==> src/hw/rtl/trq_pkg.sv <==
// Package for the time-sorted request queue: entry type, codes and constants.
// Used by every module under hw/rtl; depends on nothing.
`default_nettype none

package trq_pkg;

  // Default number of cells in the queue
  localparam int unsigned QUEUE_DEPTH = 16;

  // Field widths; the minute of a 32-bit time reaches 71582788 and needs 27 bits
  localparam int unsigned TIME_W   = 32;
  localparam int unsigned MINUTE_W = 27;
  localparam int unsigned PRIO_W   = 8;
  localparam int unsigned DEPT_W   = 16;
  localparam int unsigned ID_W     = 16;
  localparam int unsigned OCC_W    = 5;

  // floor(t / 60) = floor((t >> 2) * MINUTE_MUL / 2^MINUTE_SHIFT) for any 32-bit t
  localparam logic [30:0] MINUTE_MUL   = 31'h4444_4445;
  localparam int unsigned MINUTE_SHIFT = 34;

  typedef enum logic {
    OP_INSERT = 1'b0,
    OP_TAKE   = 1'b1
  } op_e;

  typedef enum logic [1:0] {
    ST_OK      = 2'd0,
    ST_FULL    = 2'd1,
    ST_EMPTY   = 2'd2,
    ST_NOT_DUE = 2'd3
  } status_e;

  // One stored request, with its arrival minute kept alongside
  typedef struct packed {
    logic [TIME_W-1:0]   time_s;
    logic [MINUTE_W-1:0] minute;
    logic [PRIO_W-1:0]   prio;
    logic [DEPT_W-1:0]   dept;
    logic [ID_W-1:0]     req_id;
  } entry_t;

  // Commit controls broadcast to every cell
  typedef struct packed {
    logic ins;
    logic take;
  } cell_ctl_t;

endpackage : trq_pkg

`default_nettype wire

==> src/hw/rtl/trq_minute.sv <==
// Minute of a 32-bit seconds value, floor(t / 60), by reciprocal multiplication.
// Depends on trq_pkg for widths and the reciprocal constant.
`default_nettype none

module trq_minute (
  input  logic [trq_pkg::TIME_W-1:0]   time_i,
  output logic [trq_pkg::MINUTE_W-1:0] minute_o
);

  logic [60:0] prod;

  // Divide by four with the shift, then by fifteen with the reciprocal
  assign prod     = {31'b0, time_i[31:2]} * {30'b0, trq_pkg::MINUTE_MUL};
  assign minute_o = prod[trq_pkg::MINUTE_SHIFT +: trq_pkg::MINUTE_W];

endmodule : trq_minute

`default_nettype wire

==> config.mk <==
export PLATFORM = sky130hd
export DESIGN_NAME = trq_minute
export DESIGN_NICKNAME = d
export VERILOG_FILES = /design/src/hw/rtl/trq_pkg.sv /design/src/hw/rtl/trq_minute.sv
export SDC_FILE = /design/constraint.sdc
export NUM_CORES = 1
export LEC_CHECK = 0
export ABC_CLOCK_PERIOD_IN_PS = 16100
export CORE_MARGIN = 2
export CORE_UTILIZATION = 59
export DETAILED_ROUTE_END_ITERATION = 10
export DONT_BUFFER_PORTS = 1
export GPL_ROUTABILITY_DRIVEN = 0
export PLACE_DENSITY = 0.74
export SLEW_MARGIN = 20
export SYNTH_ARGS = -nofsm -noshare
export SYNTH_HDL_FRONTEND = slang
export SYNTH_SLANG_ARGS = --single-unit
==> constraint.sdc <==
create_clock -name vclk -period 16.1
set_input_delay 0.805 -clock vclk [all_inputs]
set_output_delay 0.805 -clock vclk [all_outputs]
set_load 0.005 [all_outputs]
==> results.py <==
metrics = {
    "worst_setup_path": {
        "critPathMaxStageDelay_ps": 640,
        "slowest_stage": "fa_1",
        "path_class": "input port to output pin",
        "required_ps": 15290,
        "crit_path_max_fanout": 5,
        "worst_setup_path_end_kind": "output pin",
        "crit_arrival_ps": 6970,
        "critPathLaunchType": "input port",
        "worstPathCellList": "ha_1 -> ha_1 -> inv_1 -> fa_1 -> fa_1 -> inv_1 -> fa_1 -> inv_1 -> fa_1 -> inv_1 -> ha_1 -> ha_1 -> nand3_1 -> o22ai_1 -> o21ai_0 -> nand4_1 -> o211ai_1 -> nand2_1 -> a2111oi_0 -> nor3_1",
    },
    "place": {
        "port-buffer-count": 0,
        "place_hpwl_um": 17100,
    },
    "floorplan": {
        "coreArea_um2": 14500,
        "pin_count": 59,
        "start_util": 0.600,
        "placementRows": 44,
        "dieArea_um2": 15700,
        "die_width_um": 125,
        "die_height_um": 125,
    },
    "cells_and_area": {
        "fillers": 1230,
        "flops_and_latches": 0,
        "syn_to_final_growth_pct": 2.31,
        "nClkBuffers": 0,
        "diodes": 0,
        "finalNetCount": 1380,
        "post_route_cells_drive_above_1_share": 0.0116,
        "multi_input_area_um2": 7760,
        "seqCellArea_um2": 0,
    },
    "drt": {
        "initialDrtViolationCount": 270,
        "routed_wl_um": 18500,
        "drt-pass1-iter-count": 5,
        "postRouteAntennaNets": 0,
        "wire_per_inst_um": 16.3,
        "num_vias": 6411,
        "remaining_drc_errors": 0,
        "vias_per_cell": 5.65,
    },
    "synthesis": {
        "synth_cells": 958,
        "synth_cell_types": 53,
        "avgSynthCellArea_um2": 9.06,
        "yosys.area.top_type_share": 0.393,
        "ys_seq_area_frac": 0,
        "netlist_top_cells_area": "ha_1 (39%), fa_1 (28%), inv_1 (10%)",
        "synth_nets": 1386,
        "synth_top_area_cell": "ha_1",
        "synth.cell_area_um2": 8680,
        "synth_top_family_by_area": "adder cells",
        "synthXorXnorAreaFrac": 0.0222,
        "synthAdderAreaFrac": 0.677,
        "synth_commonest_cells": "ha_1 (273), inv_1 (237), fa_1 (123)",
        "synthMuxAreaShare": 0.00115,
        "yosysMostFrequentCell": "ha_1",
        "yosys_warnings": 0,
        "synth_compound_area_frac": 0.115,
        "yosys.area_share.simple": 0.0781,
    },
    "sta": {
        "period_minus_slack_ps": 7780,
        "finalHoldViolCount": 0,
        "slew_viol_final": 0,
        "tightest_slew_ps": 749,
        "rsz0062_at_grt": "false",
        "setup_viol": 0,
        "finalSetupTns_ps": 0,
        "min_period_over_period": 0.483,
        "max_clock_freq_mhz": 129,
        "timing.slew.headroom": 0.495,
    },
    "grt": {
        "busiest_layer": "met2",
        "overflow": 0,
        "grt_usage": 0.248,
        "grt_max_degree": 13,
        "use_met2": 0.426,
        "grt_pass1_wl_um": 32200,
        "grt_use_met3": 0.0342,
        "antenna_found_initial": 0,
        "first_global_vias": 6619,
        "use_met1": 0.355,
    },
    "clock_network": {
        "cts_resized": 0,
        "post_cts_buffers": 0,
        "holdBufCountCts": 0,
    },
    "run": {
        "drv_cap": 0,
    },
    "hold_path": {
        "hold_path_class": "input port to output pin",
    },
    "outcome": {
        "status": "complete, no violations",
    },
}
-- final timing paths --
check                       from      endpoint  slack (ps)  cells after the start
worst max-delay path   time_i[8]  minute_o[22]        8320                     20
worst min-delay path  time_i[31]  minute_o[26]        1860                      2
-- placed cells by master, fill, tap and decap left out, types with 2 or more instances in the layout --
| cell type | n |
|---|---|
| fa_1 | 123 |
| o31ai_1 | 2 |
| o21ai_0 | 17 |
| o22ai_1 | 2 |
| a41oi_1 | 2 |
| nand3_1 | 18 |
| nand2b_1 | 3 |
| and4_1 | 3 |
| o21ai_1 | 5 |
| a311oi_1 | 3 |
| and3_1 | 7 |
| nand2_1 | 46 |
| a31o_2 | 2 |
| a211oi_1 | 4 |
| inv_1 | 237 |
| ha_1 | 273 |
| nor3_1 | 7 |
| nand4_1 | 11 |
| a21oi_1 | 51 |
| xor2_1 | 9 |
| o21a_1 | 2 |
| o21bai_1 | 9 |
| a31oi_1 | 6 |
| a21o_1 | 23 |
| or2_2 | 2 |
| o2111ai_1 | 2 |
| or3_1 | 2 |
| nor2_1 | 33 |
| o211ai_1 | 4 |
| and2_1 | 2 |
| o221ai_1 | 2 |
| a221oi_1 | 4 |
| xnor2_1 | 13 |
| nor4_1 | 3 |
-- metrics by stage --
stage	setup slack (ps)	hold WS (ps)	cells	instance area (um2)	util
final	8320	1860	1134	8880	0.613
after global routing	8010	1870	1134	8880	0.613
after CTS	8430	1860	1134	8880	0.613
after detailed placement	8430	1860	1134	8880	0.613
after global placement	8450	1860	1134	8880	0.613
after floorplan	9470	1850	958	8680	-
-- routing by layer --
layer / up-vias / share of wire
li1: 3193 / -
met1: 3087 / 0.47
met2: 123 / 0.47
met3: 8 / 0.056
met4: 0 / 0.0048
met5: - / 0
-- cell type report --
cell class                 instances  share of cell area
multi-input combinational        713               0.874
inverter                         237               0.100
tap                              184              0.0259
-- kinds of logic (layout without fill, tap and decap cells) --
logic type / Yosys count / after routing
AO/OA/AOI/OAI: 152 / 152
adder cells (fa/ha/maj): 396 / 396
XOR/XNOR: 22 / 22
AND/OR/NAND/NOR: 142 / 142
multiplexers: 1 / 1
buffers and inverters: 245 / 237
-- worst max-delay path: cells and delay by family --
kind            cells  cell delay, ps
compound gates      4            1600
simple gates        4             770
buf+inv             4             220
fa+ha+maj           8            3570
Power is not shown: default switching activity piles up to over one toggle a cycle in this logic, so the estimate is an artifact.
