**src/hw/rtl/trq_pkg.sv**
```systemverilog
// Package for the time-sorted request queue: entry type, codes and constants.
// Used by every module under hw/rtl; depends on nothing.
`default_nettype none

package trq_pkg;

  // Default number of cells in the queue
  localparam int unsigned QUEUE_DEPTH = 16;

  // Field widths; the minute of a 32-bit time reaches 71582788 and needs 27 bits
  localparam int unsigned TIME_W   = 32;
  localparam int unsigned MINUTE_W = 27;
  localparam int unsigned PRIO_W   = 8;
  localparam int unsigned DEPT_W   = 16;
  localparam int unsigned ID_W     = 16;
  localparam int unsigned OCC_W    = 5;

  // floor(t / 60) = floor((t >> 2) * MINUTE_MUL / 2^MINUTE_SHIFT) for any 32-bit t
  localparam logic [30:0] MINUTE_MUL   = 31'h4444_4445;
  localparam int unsigned MINUTE_SHIFT = 34;

  typedef enum logic {
    OP_INSERT = 1'b0,
    OP_TAKE   = 1'b1
  } op_e;

  typedef enum logic [1:0] {
    ST_OK      = 2'd0,
    ST_FULL    = 2'd1,
    ST_EMPTY   = 2'd2,
    ST_NOT_DUE = 2'd3
  } status_e;

  // One stored request, with its arrival minute kept alongside
  typedef struct packed {
    logic [TIME_W-1:0]   time_s;
    logic [MINUTE_W-1:0] minute;
    logic [PRIO_W-1:0]   prio;
    logic [DEPT_W-1:0]   dept;
    logic [ID_W-1:0]     req_id;
  } entry_t;

  // Commit controls broadcast to every cell
  typedef struct packed {
    logic ins;
    logic take;
  } cell_ctl_t;

endpackage : trq_pkg

`default_nettype wire

```
**src/hw/rtl/trq_cell.sv**
```systemverilog
// One cell of the sorted queue: holds an entry and trades it with its neighbours.
// Depends on trq_pkg for the entry and control types.
`default_nettype none

module trq_cell (
  input  logic                clk_i,
  input  trq_pkg::cell_ctl_t  ctl_i,
  input  logic                valid_i,
  input  logic                prev_place_i,
  input  trq_pkg::entry_t     new_i,
  input  trq_pkg::entry_t     prev_i,
  input  trq_pkg::entry_t     next_i,
  output trq_pkg::entry_t     entry_o,
  output logic                place_o
);

  trq_pkg::entry_t entry_q, entry_d;

  // New entry belongs at or before this cell: empty, or holding a later time
  assign place_o = !valid_i || (entry_q.time_s > new_i.time_s);

  // Shift up on insert behind the slot, load at the slot, shift down on take
  always_comb begin
    entry_d = entry_q;
    if (ctl_i.ins && place_o) begin
      entry_d = prev_place_i ? prev_i : new_i;
    end else if (ctl_i.take) begin
      entry_d = next_i;
    end
  end

  always_ff @(posedge clk_i) begin
    entry_q <= entry_d;
  end

  assign entry_o = entry_q;

endmodule : trq_cell

`default_nettype wire
```
**config.mk**
```make
export PLATFORM = sky130hd
export DESIGN_NAME = trq_cell
export DESIGN_NICKNAME = d
export VERILOG_FILES = /design/src/hw/rtl/trq_pkg.sv /design/src/hw/rtl/trq_cell.sv
export SDC_FILE = /design/constraint.sdc
export NUM_CORES = 1
export LEC_CHECK = 0
export BUFFER_PORTS_ARGS = -buffer_cell sky130_fd_sc_hd__buf_4
export CAP_MARGIN = 10
export CORE_AREA = 3 3 153 155
export DETAILED_ROUTE_END_ITERATION = 6
export DIE_AREA = 0 0 156 158
export MAX_ROUTING_LAYER = met4
export PLACE_DENSITY = 0.69
export SLEW_MARGIN = 20
export SYNTH_ARGS = -nofsm -noshare
export SYNTH_HDL_FRONTEND = slang
export SYNTH_SLANG_ARGS = --single-unit
export TNS_END_PERCENT = 10
```
**constraint.sdc**
```tcl
create_clock -name clk_i -period 33.8 [get_ports clk_i]
set_clock_uncertainty 0.2 [all_clocks]
set_input_delay 5.07 -clock clk_i [delete_from_list [all_inputs] [get_ports clk_i]]
set_output_delay 5.07 -clock clk_i [all_outputs]
set_load 0.02 [all_outputs]
```
==> run_results.csv, run 1 <==
group,metric,value,unit
status,status,"finished clean",
logic_synthesis,ys.flop_type,"edfxtp_1",
power_and_ir_drop,leakage,0.00507,µW
power_and_ir_drop,seqPwrFrac,34.3,%
critical_path,worstPathRequired,28.53,ns
clock_network,htreeDepth,3,
logic_synthesis,synthSimpleGateAreaFrac,10.5,%
logic_synthesis,synthAdderAreaFrac,4.68,%
timing,setup_tns,0,ns
critical_path,rr_worst_depth,10,
logic_synthesis,yosysWarnings,0,
clock_network,cts_sinks,99,
placed_design,post-place-ws,21.30,ns
grt,gr-max-usage-layer,"met2",
clock_network,cts_tree,"done",
routing,postRouteAntennaNets,0,
grt,gr-usage-met2,42.7,%
placed_design,place_inst,1514,
die,dieWidth,156,µm
timing,timing.final.ws_setup,21.30,ns
logic_synthesis,mappedNetlistNets,1263,
die,io_pins,402,
critical_path,critical_path.startpoint,"new_i[94]",
logic_synthesis,syn_inst,929,
cells_and_area,fin_cells,1531,
timing,maxSlewViolCount,0,
power_and_ir_drop,p_per_area,43.2,nW/µm²
die,fp.dieArea,24600,µm²
clock_network,clk_latency,0.34,ns
routing,vias_per_cell,6.13,
cells_and_area,nNetsFinal,1579,
critical_path,arrival,7.23,ns
flow_run,max-cap-violations,0,
placed_design,dp_hpwl,23000,µm
clock_network,cts_buffers,9,
cells_and_area,drive_above_1_share,39.8,%
logic_synthesis,yosys.area.top_type,"edfxtp_1",
grt,overflow,0,
min_path,min_path_type,"register to register",
power_and_ir_drop,combPwrFrac,43.6,%
logic_synthesis,ys_types,34,
timing,fmax,0.0800,GHz
die,die_h,158,µm
critical_path,r2r_start,"entry_o[94]",
critical_path,crit_type,"primary input to primary output",
cells_and_area,fillers,2034,
timing,worst_pin_slew,1.05,ns
grt,gr-usage-met1,34.0,%
logic_synthesis,synth_edf_count,99,
routing,drt_iter0_drc,757,
placed_design,dpl_cell_area,11600,µm²
timing,period_needed,12.50,ns
logic_synthesis,netlist_top_cells_area,"edfxtp_1, a2111oi_0, a211oi_2, mux2i_1, o22ai_1",
min_path,worstHoldPathCells,6,
power_and_ir_drop,power.internal,319,µW
routing,vias,9390,
grt,grt_use_met3,3.39,%
logic_synthesis,yosysSeqAreaShare,34.7,%
die,start_util,39.0,%
logic_synthesis,synth_area,8560,µm²
power_and_ir_drop,ir_worst_vdd,0.0000236,V
grt,grt_pass1_wl,50100,µm
timing,period_share,37.0,%
cells_and_area,syn2layout_area_growth,38.9,%
grt,track_usage,26.2,%
grt,grt_max_degree,100,
routing,first_pass_iters,5,
placed_design,numPortBuffers,401,
min_path,min_from,"entry_o[69]",
logic_synthesis,synth-xor-area-share,0,%
logic_synthesis,synthMuxAreaShare,7.95,%
clock_network,postCtsHoldBufs,0,
power_and_ir_drop,switching_power,194,µW
logic_synthesis,synth_top_area_share,34.7,%
clock_network,cts_resized,0,
logic_synthesis,synth_top_family_by_area,"compound AO/OA/AOI/OAI gates",
logic_synthesis,async_reset_ff_share,0,%
clock_network,root_buffer,"clkbuf_16",
critical_path,startpoint_type,"primary input",
logic_synthesis,syn_avg_cell_area,9.21,µm²
routing,drc,0,
routing,wl_per_cell,22.2,µm
timing,hold_viol,0,
cells_and_area,post-route-util,54.1,%
grt,grt_pass1_vias,8973,
clock_network,clk_pin_slew_worst_paths,0.08,ns
die,core_area,22000,µm²
power_and_ir_drop,sw_frac_of_total,37.8,%
critical_path,cp-end-kind,"primary output",
power_and_ir_drop,pwr-share-clk,22.1,%
cells_and_area,stdcell_area,11900,µm²
logic_synthesis,synth_compound_area_share,34.4,%
critical_path,path_max_fanout,47,
placed_design,gp_congestion,0.868,
routing,routed_wl,34000,µm
timing,relSlewSlack,30.0,%
logic_synthesis,ys_ff_latch,99,
timing,rsz0062_at_grt,"false",
cells_and_area,largest_register_ffs,99,
grt,antenna_found_initial,1,
clock_network,post_cts_buffers,0,
clock_network,cts_buffer_depth,2,
timing,setup_viol_count_final,0,
die,row_count,54,
==> worst max-delay path: stages <==
cell      delay [ns]
buf_4           0.08
inv_1           0.05
ha_1            0.31
nand4_1         0.28
nor3_1          0.26
a221oi_1        0.10
o211ai_1        0.11
buf_4           0.45
a21oi_1         0.16
o21ai_1         0.19
buf_4           0.17
==> synthesized netlist by cell type, types with 2 or more instances <==
master,count
a211oi_1,40
a21oi_1,16
nand3_1,2
o211ai_1,33
a211oi_2,60
buf_4,19
edfxtp_1,99
inv_1,34
o21ai_0,4
clkbuf_1,71
nand2_1,108
nor2_1,102
buf_6,2
nand4_1,6
ha_1,32
o22ai_1,99
mux2i_1,68
buf_2,15
a21o_1,2
a2111oi_0,99
buf_1,5
==> power groups by stage <==
stage                     combinational [µW]  sequential (µW)  clock [µW]
final                                    224              176         113
after global routing                     240              178         119
after CTS                                224              176         115
after detailed placement                 223              178           0
after global placement                   220              179           0
after floorplan                          105              207           0
==> per-layer routing <==
layer | wire (µm) | part of all wire (%)
met4 | 1030 | 3.0
met3 | 2490 | 7.3
met5 | 0 | 0
met1 | 13700 | 40
met2 | 16800 | 49
==> placed cells by master (no fill, tap or decap), drive strengths merged <==
cell,instances
buf,417
nand2,108
nor2,102
a211oi,100
a2111oi,99
o22ai,99
edfxtp,99
mux2i,68
inv,35
o211ai,34
ha,32
a21oi,16
clkbuf,10
nand4,7
o21ai,5
clkinv,4
nand3,2
bufinv,2
or4,2
a21o,2
nor3,2
diode,1
nor2b,1
nor4,1
a221oi,1
a31oi,1
o31ai,1
==> area by class of cell <==
class | instances | area, µm² | area share (%)
sequential | 99 | 2970 | 25.0
multi-input combinational | 683 | 4980 | 41.9
clock buffer | 10 | 229 | 1.93
inverter | 35 | 131 | 1.11
antenna | 1 | 2.50 | 0.0211
timing repair buffer | 417 | 3140 | 26.4
clock inverter | 6 | 80.1 | 0.674
tap | 280 | 350 | 2.95
==> through the flow <==
stage	hold slack (ns)	power (µW)
after floorplan	1.12	312
after global placement	1.30	399
after detailed placement	1.33	402
after CTS	1.34	515
after global routing	1.39	537
final	1.33	513
==> worst paths after layout <==
path	end	slack (ns)
hold / removal	entry_o[13]	1.33
setup reg to reg	entry_o[34]	28.91
setup / recovery	place_o	21.30
hold reg to reg	entry_o[13]	1.33
==> cell families after synthesis <==
logic type | count (synthesis)
compound gates | 358
simple gates | 225
buf+inv | 147
flops | 99
mux | 68
fa+ha+maj | 32
Note: power is estimated with default switching activity, not from simulation.
==> run 2: changes to the inputs <==
- CORE_AREA: 3 3 153 155 -> 3 3 157 159
- DIE_AREA: 0 0 156 158 -> 0 0 160 162
- PLACE_DENSITY: 0.69 -> 0.68
- clock period: 33.8 -> 11.4 ns (I/O delays scaled with it)
==> run_results.csv, run 2 (synthesized netlist as in run 1, its figures left out) <==
group,metric,value,unit
status,status,"finished clean",
grt,grt_pass1_wl,51700,µm
clock_network,htreeDepth,3,
timing,hold_ws,1.28,ns
critical_path,worstPathBufferInverterCount,4,
timing,relSlewSlack,26.3,%
power_and_ir_drop,p_per_area,125,nW/µm²
clock_network,cts_tree,"done",
routing,met3_wirelength,2720,µm
clock_network,cts_buffers,9,
critical_path,path_common_cell,"buf_4",
timing,hold_viol,0,
timing,setup_viol_count_final,0,
cells_and_area,final_cell_mix,"buf_4, nand2_1, nor2_1",
power_and_ir_drop,ir_worst_vdd,0.0000660,V
timing,maxSlewViolCount,0,
clock_network,cts_resized,0,
routing,drc,0,
cells_and_area,antennaDiodeCount,0,
die,core_area,23400,µm²
critical_path,critPathMaxStageDelay,0.83,ns
cells_and_area,stdcell_area,11900,µm²
cells_and_area,drive_above_1_share,40.0,%
die,io_pins,402,
die,row_count,56,
die,die_h,162,µm
critical_path,startpoint_type,"primary input",
critical_path,cp-endpoint,"entry_o[8]",
routing,highest-signal-layer,"met4",
routing,first_pass_iters,5,
cells_and_area,syn2layout_area_growth,38.9,%
placed_design,gp_congestion,0.924,
clock_network,cts_buffer_depth,2,
routing,met2_wirelength,16900,µm
power_and_ir_drop,leakage,0.00505,µW
clock_network,cts_sinks,99,
power_and_ir_drop,power.internal,904,µW
grt,grt_max_degree,101,
critical_path,critical_path.startpoint,"new_i[81]",
critical_path,r2r_start,"entry_o[81]",
placed_design,place_inst,1552,
grt,antenna_found_initial,0,
timing,setup_tns,0,ns
clock_network,clk_pin_slew_worst_paths,0.07,ns
critical_path,slowest_stage,"buf_4",
placed_design,numPortBuffers,401,
critical_path,reg2reg_slack,6.56,ns
routing,vias_per_cell,5.93,
critical_path,cp-end-kind,"register",
cells_and_area,multi_input_area,4980,µm²
cells_and_area,fin_cells,1568,
timing,period_share,51.6,%
critical_path,rr_worst_depth,9,
routing,routed_wl,33600,µm
placed_design,dpl_cell_area,11600,µm²
cells_and_area,largest_register_ffs,99,
die,start_util,36.6,%
min_path,min_path_type,"register to register",
grt,track_usage,25.2,%
die,dieWidth,160,µm
die,fp.dieArea,25900,µm²
clock_network,clk_latency,0.34,ns
min_path,min_from,"entry_o[69]",
routing,postRouteAntennaNets,0,
placed_design,dp_hpwl,22900,µm
timing,worst_pin_slew,1.11,ns
timing,period_needed,5.89,ns
power_and_ir_drop,switching_power,586,µW
grt,overflow,0,
flow_run,max-cap-violations,0,
routing,wirelength_met1,13200,µm
critical_path,path_max_fanout,100,
routing,vias,9302,
routing,wl_per_cell,21.4,µm
power_and_ir_drop,pwr-share-clk,20.6,%
critical_path,worstPathRequired,11.24,ns
power_and_ir_drop,seqPwrFrac,35.1,%
power_and_ir_drop,combPwrFrac,44.3,%
power_and_ir_drop,sw_frac_of_total,39.3,%
critical_path,cp_num_cells,11,
cells_and_area,final_common_cell,"buf_4",
clock_network,postCtsHoldBufs,0,
grt,grt_pass1_vias,9167,
routing,drt_iter0_drc,793,
cells_and_area,nNetsFinal,1578,
cells_and_area,register_area,2970,µm²
critical_path,arrival,5.73,ns
critical_path,crit_family,"buffers and inverters",
clock_network,post_cts_buffers,0,
timing,fmax,0.170,GHz
clock_network,root_buffer,"clkbuf_16",
critical_path,crit_type,"primary input to register",
critical_path,path_cells,"buf_4, inv_1, ha_1, nand4_1, or4_4, a21o_1, o211ai_4, buf_4, a21o_4, buf_4, a211oi_1",
cells_and_area,fillers,2217,
power_and_ir_drop,p_total,1490,µW
timing,rsz0062_at_grt,"false",
critical_path,reg2reg_to,"entry_o[8]",
## run 2: worst min path at each step
stage | endpoint | depth (start not counted)
after floorplan | entry_o[0] | 7
after global placement | entry_o[95] | 6
after detailed placement | entry_o[96] | 6
after CTS | entry_o[59] | 6
after global routing | entry_o[91] | 6
final | entry_o[96] | 6
## run 2: worst min-delay path: cells and delay by family, from the launching register on
kind,cells,cell delay (ns)
adder cells (fa/ha/maj),1,0.25
flip-flops,1,0.37
buffers and inverters,1,0.26
AO/OA/AOI/OAI,1,0.07
AND/OR/NAND/NOR,3,0.36
## run 2: layout make-up
class	count	share of cell area, %
sequential	99	25.0
timing repair buffer	416	26.3
multi-input combinational	683	41.9
clock inverter	6	0.410
tap	319	3.36
clock buffer	10	1.93
inverter	35	1.10
## run 2: metrics by stage
stage	utilization (%)	worst slack, ns
floorplan	-	2.97
global placement	49.6	5.18
detailed placement	49.6	5.15
CTS	50.8	5.54
global route	50.8	5.28
finish	50.8	5.51
## run 2: routing by layer
layer,GRT usage (%),up-vias
met4,7.34,0
met1,31.3,4440
met2,42.7,491
met3,4.00,43
li1,-,4328
met5,-,-
## run 2: power by group through the flow
| stage | sequential, µW | combinational, µW | clock (µW) |
|---|---|---|---|
| 3_3_place_gp | 528 | 651 | 0 |
| 4_1_cts | 523 | 661 | 315 |
| 3_5_place_dp | 530 | 659 | 0 |
| 2_1_floorplan | 610 | 313 | 0 |
| 6_report | 523 | 660 | 306 |
| 5_1_grt | 528 | 710 | 328 |
==> run 3: changes to the inputs <==
- ABC_AREA: not set -> 1
- CORE_AREA: 3 3 157 159 -> 3 3 153 155
- DIE_AREA: 0 0 160 162 -> 0 0 156 158
- PLACE_DENSITY: 0.68 -> 0.61
- clock period: 11.4 -> 5.7 ns (I/O delays scaled with it)
==> run_results.csv, run 3 <==
group,metric,value,unit
grt,overflow,0,
cells_and_area,stdcell_area,10400,µm²
grt,antenna_found_initial,4,
min_path,min_path_type,"primary input to register",
timing,maxSlewViolCount,0,
cells_and_area,largest_register_ffs,99,
logic_synthesis,yosysSeqAreaShare,42.4,%
routing,drt_iter0_drc,351,
routing,drc,0,
logic_synthesis,synthSimpleGateAreaFrac,29.6,%
die,core_area,22000,µm²
critical_path,cp-end-kind,"primary output",
grt,grt_pass1_vias,6381,
logic_synthesis,synth-xor-area-share,0,%
timing,setup_viol_count_final,0,
logic_synthesis,synth_compound_area_share,3.68,%
grt,grt_max_degree,100,
cells_and_area,drive_above_1_share,54.5,%
routing,wirelength_met1,9790,µm
grt,grt_pass1_wl,35300,µm
logic_synthesis,ys_ff_latch,99,
routing,wl_per_cell,17.8,µm
placed_design,dpl_cell_area,10100,µm²
routing,vias_per_cell,4.60,
routing,met3_wirelength,2160,µm
die,die_h,158,µm
timing,timing.final.ws_setup,1.96,ns
logic_synthesis,yosysWarnings,0,
die,start_util,31.9,%
cells_and_area,nNetsFinal,1425,
clock_network,cts_buffer_depth,2,
logic_synthesis,async_reset_ff_share,0,%
clock_network,clk_pin_slew_worst_paths,0.08,ns
critical_path,path_max_fanout,43,
die,fp.dieArea,24600,µm²
clock_network,root_buffer,"clkbuf_16",
logic_synthesis,netlist_top_cells_area,"edfxtp_1, nand2_1, nand3_2, mux2_2, ha_1",
routing,highest-signal-layer,"met4",
logic_synthesis,mappedNetlistNets,1052,
clock_network,htreeDepth,3,
logic_synthesis,synth_top_area_share,42.4,%
logic_synthesis,synthAdderAreaFrac,5.72,%
critical_path,crit_type,"primary input to primary output",
logic_synthesis,syn_avg_cell_area,9.76,µm²
power_and_ir_drop,leakage,0.00510,µW
logic_synthesis,yosys.area.top_type,"edfxtp_1",
timing,worst_pin_slew,1.02,ns
timing,rsz0062_at_grt,"false",
cells_and_area,fin_cells,1380,
placed_design,post-place-ws,1.59,ns
cells_and_area,syn2layout_area_growth,48.0,%
die,dieWidth,156,µm
routing,routed_wl,24600,µm
die,row_count,54,
routing,first_pass_iters,4,
cells_and_area,final_common_cell,"buf_4",
flow_run,max-cap-violations,0,
routing,met2_wirelength,12200,µm
clock_network,cts_resized,0,
timing,period_needed,3.74,ns
die,io_pins,402,
timing,relSlewSlack,32.0,%
timing,period_share,65.6,%
logic_synthesis,synth_top_family_by_area,"simple AND/OR/NAND/NOR gates",
logic_synthesis,synth_most_common_cell,"nand2_1",
power_and_ir_drop,p_per_area,234,nW/µm²
logic_synthesis,ys.flop_type,"edfxtp_1",
logic_synthesis,synthMuxAreaShare,10.9,%
status,status,"finished clean",
placed_design,numPortBuffers,401,
critical_path,startpoint_type,"primary input",
critical_path,arrival,2.68,ns
logic_synthesis,synth_edf_count,99,
placed_design,gp_congestion,0.843,
power_and_ir_drop,ir_worst_vdd,0.000146,V
logic_synthesis,synth_common_cells,"nand2_1, edfxtp_1, nand3_2, mux2_2, inv_1",
clock_network,cts_buffers,9,
timing,hold_ws,0.563,ns
critical_path,worstPathRequired,4.64,ns
cells_and_area,final_cell_mix,"buf_4, nand2_1, nand3_2, edfxtp_1, mux2_2",
clock_network,cts_sinks,99,
timing,hold_viol,0,
critical_path,reg2reg_slack,2.18,ns
clock_network,postCtsHoldBufs,0,
grt,track_usage,19.3,%
logic_synthesis,synth_area,7010,µm²
clock_network,clk_latency,0.34,ns
placed_design,dp_hpwl,19100,µm
clock_network,cts_tree,"done",
placed_design,place_inst,1360,
routing,vias,6348,
logic_synthesis,ys_types,18,
timing,setup_tns,0,ns
clock_network,post_cts_buffers,0,
cells_and_area,fillers,2121,
timing,fmax,0.268,GHz
logic_synthesis,syn_inst,718,
routing,postRouteAntennaNets,0,
-- run 3: logic make-up after synthesis --
kind of cell	count (synthesis)
fa+ha+maj	32
mux	68
compound gates	50
simple gates	383
buf+inv	86
flops	99
-- run 3: final cells by class --
cell class / count / area [µm²] / area share [%]
repair buffers: 408 / 3080 / 29.7
clock inverters: 7 / 51.3 / 0.495
multi-input cells: 533 / 3530 / 34.0
flip-flops and latches: 99 / 2970 / 28.7
diodes: 4 / 10.0 / 0.0965
inverters: 40 / 150 / 1.45
well taps: 280 / 350 / 3.38
clock buffers: 9 / 225 / 2.17
-- run 3: critical path, stage by stage --
cell and delay [ns]:
buf_4 0.08, inv_1 0.04, ha_1 0.30, a21oi_1 0.16
nor2_1 0.06, nor2_1 0.11, nand2_1 0.08, nand2_1 0.06
nand2_1 0.08, nand2_1 0.08, nand2_1 0.05, nand2_1 0.14
nand2_8 0.29, buf_4 0.28
-- run 3: through the flow --
step                      util, %  power [µW]
after global routing         47.2        2560
after detailed placement     45.9        1860
after CTS                    47.2        2460
final                        47.2        2420
after floorplan                 -        1490
after global placement       45.9        1850
-- run 3: worst paths after layout --
| path | start | end | depth (start not counted) |
|---|---|---|---|
| setup / recovery | new_i[72] | place_o | 14 |
| hold / removal | next_i[3] | entry_o[3] | 3 |
| setup reg to reg | entry_o[74] | entry_o[87] | 14 |
| hold reg to reg | entry_o[84] | entry_o[87] | 8 |
-- run 3: routing by layer --
| layer | vias to the layer above | GRT usage, % |
|---|---|---|
| met5 | - | - |
| met4 | 0 | 6.90 |
| li1 | 3186 | - |
| met1 | 2865 | 22.5 |
| met2 | 271 | 31.6 |
| met3 | 26 | 5.85 |
-- run 3: power by group --
group / internal (µW) / leakage (µW) / switching [µW]
clock: 300 / 0.000133 / 294
combinational: 390 / 0.00395 / 471
sequential: 928 / 0.00101 / 41.6
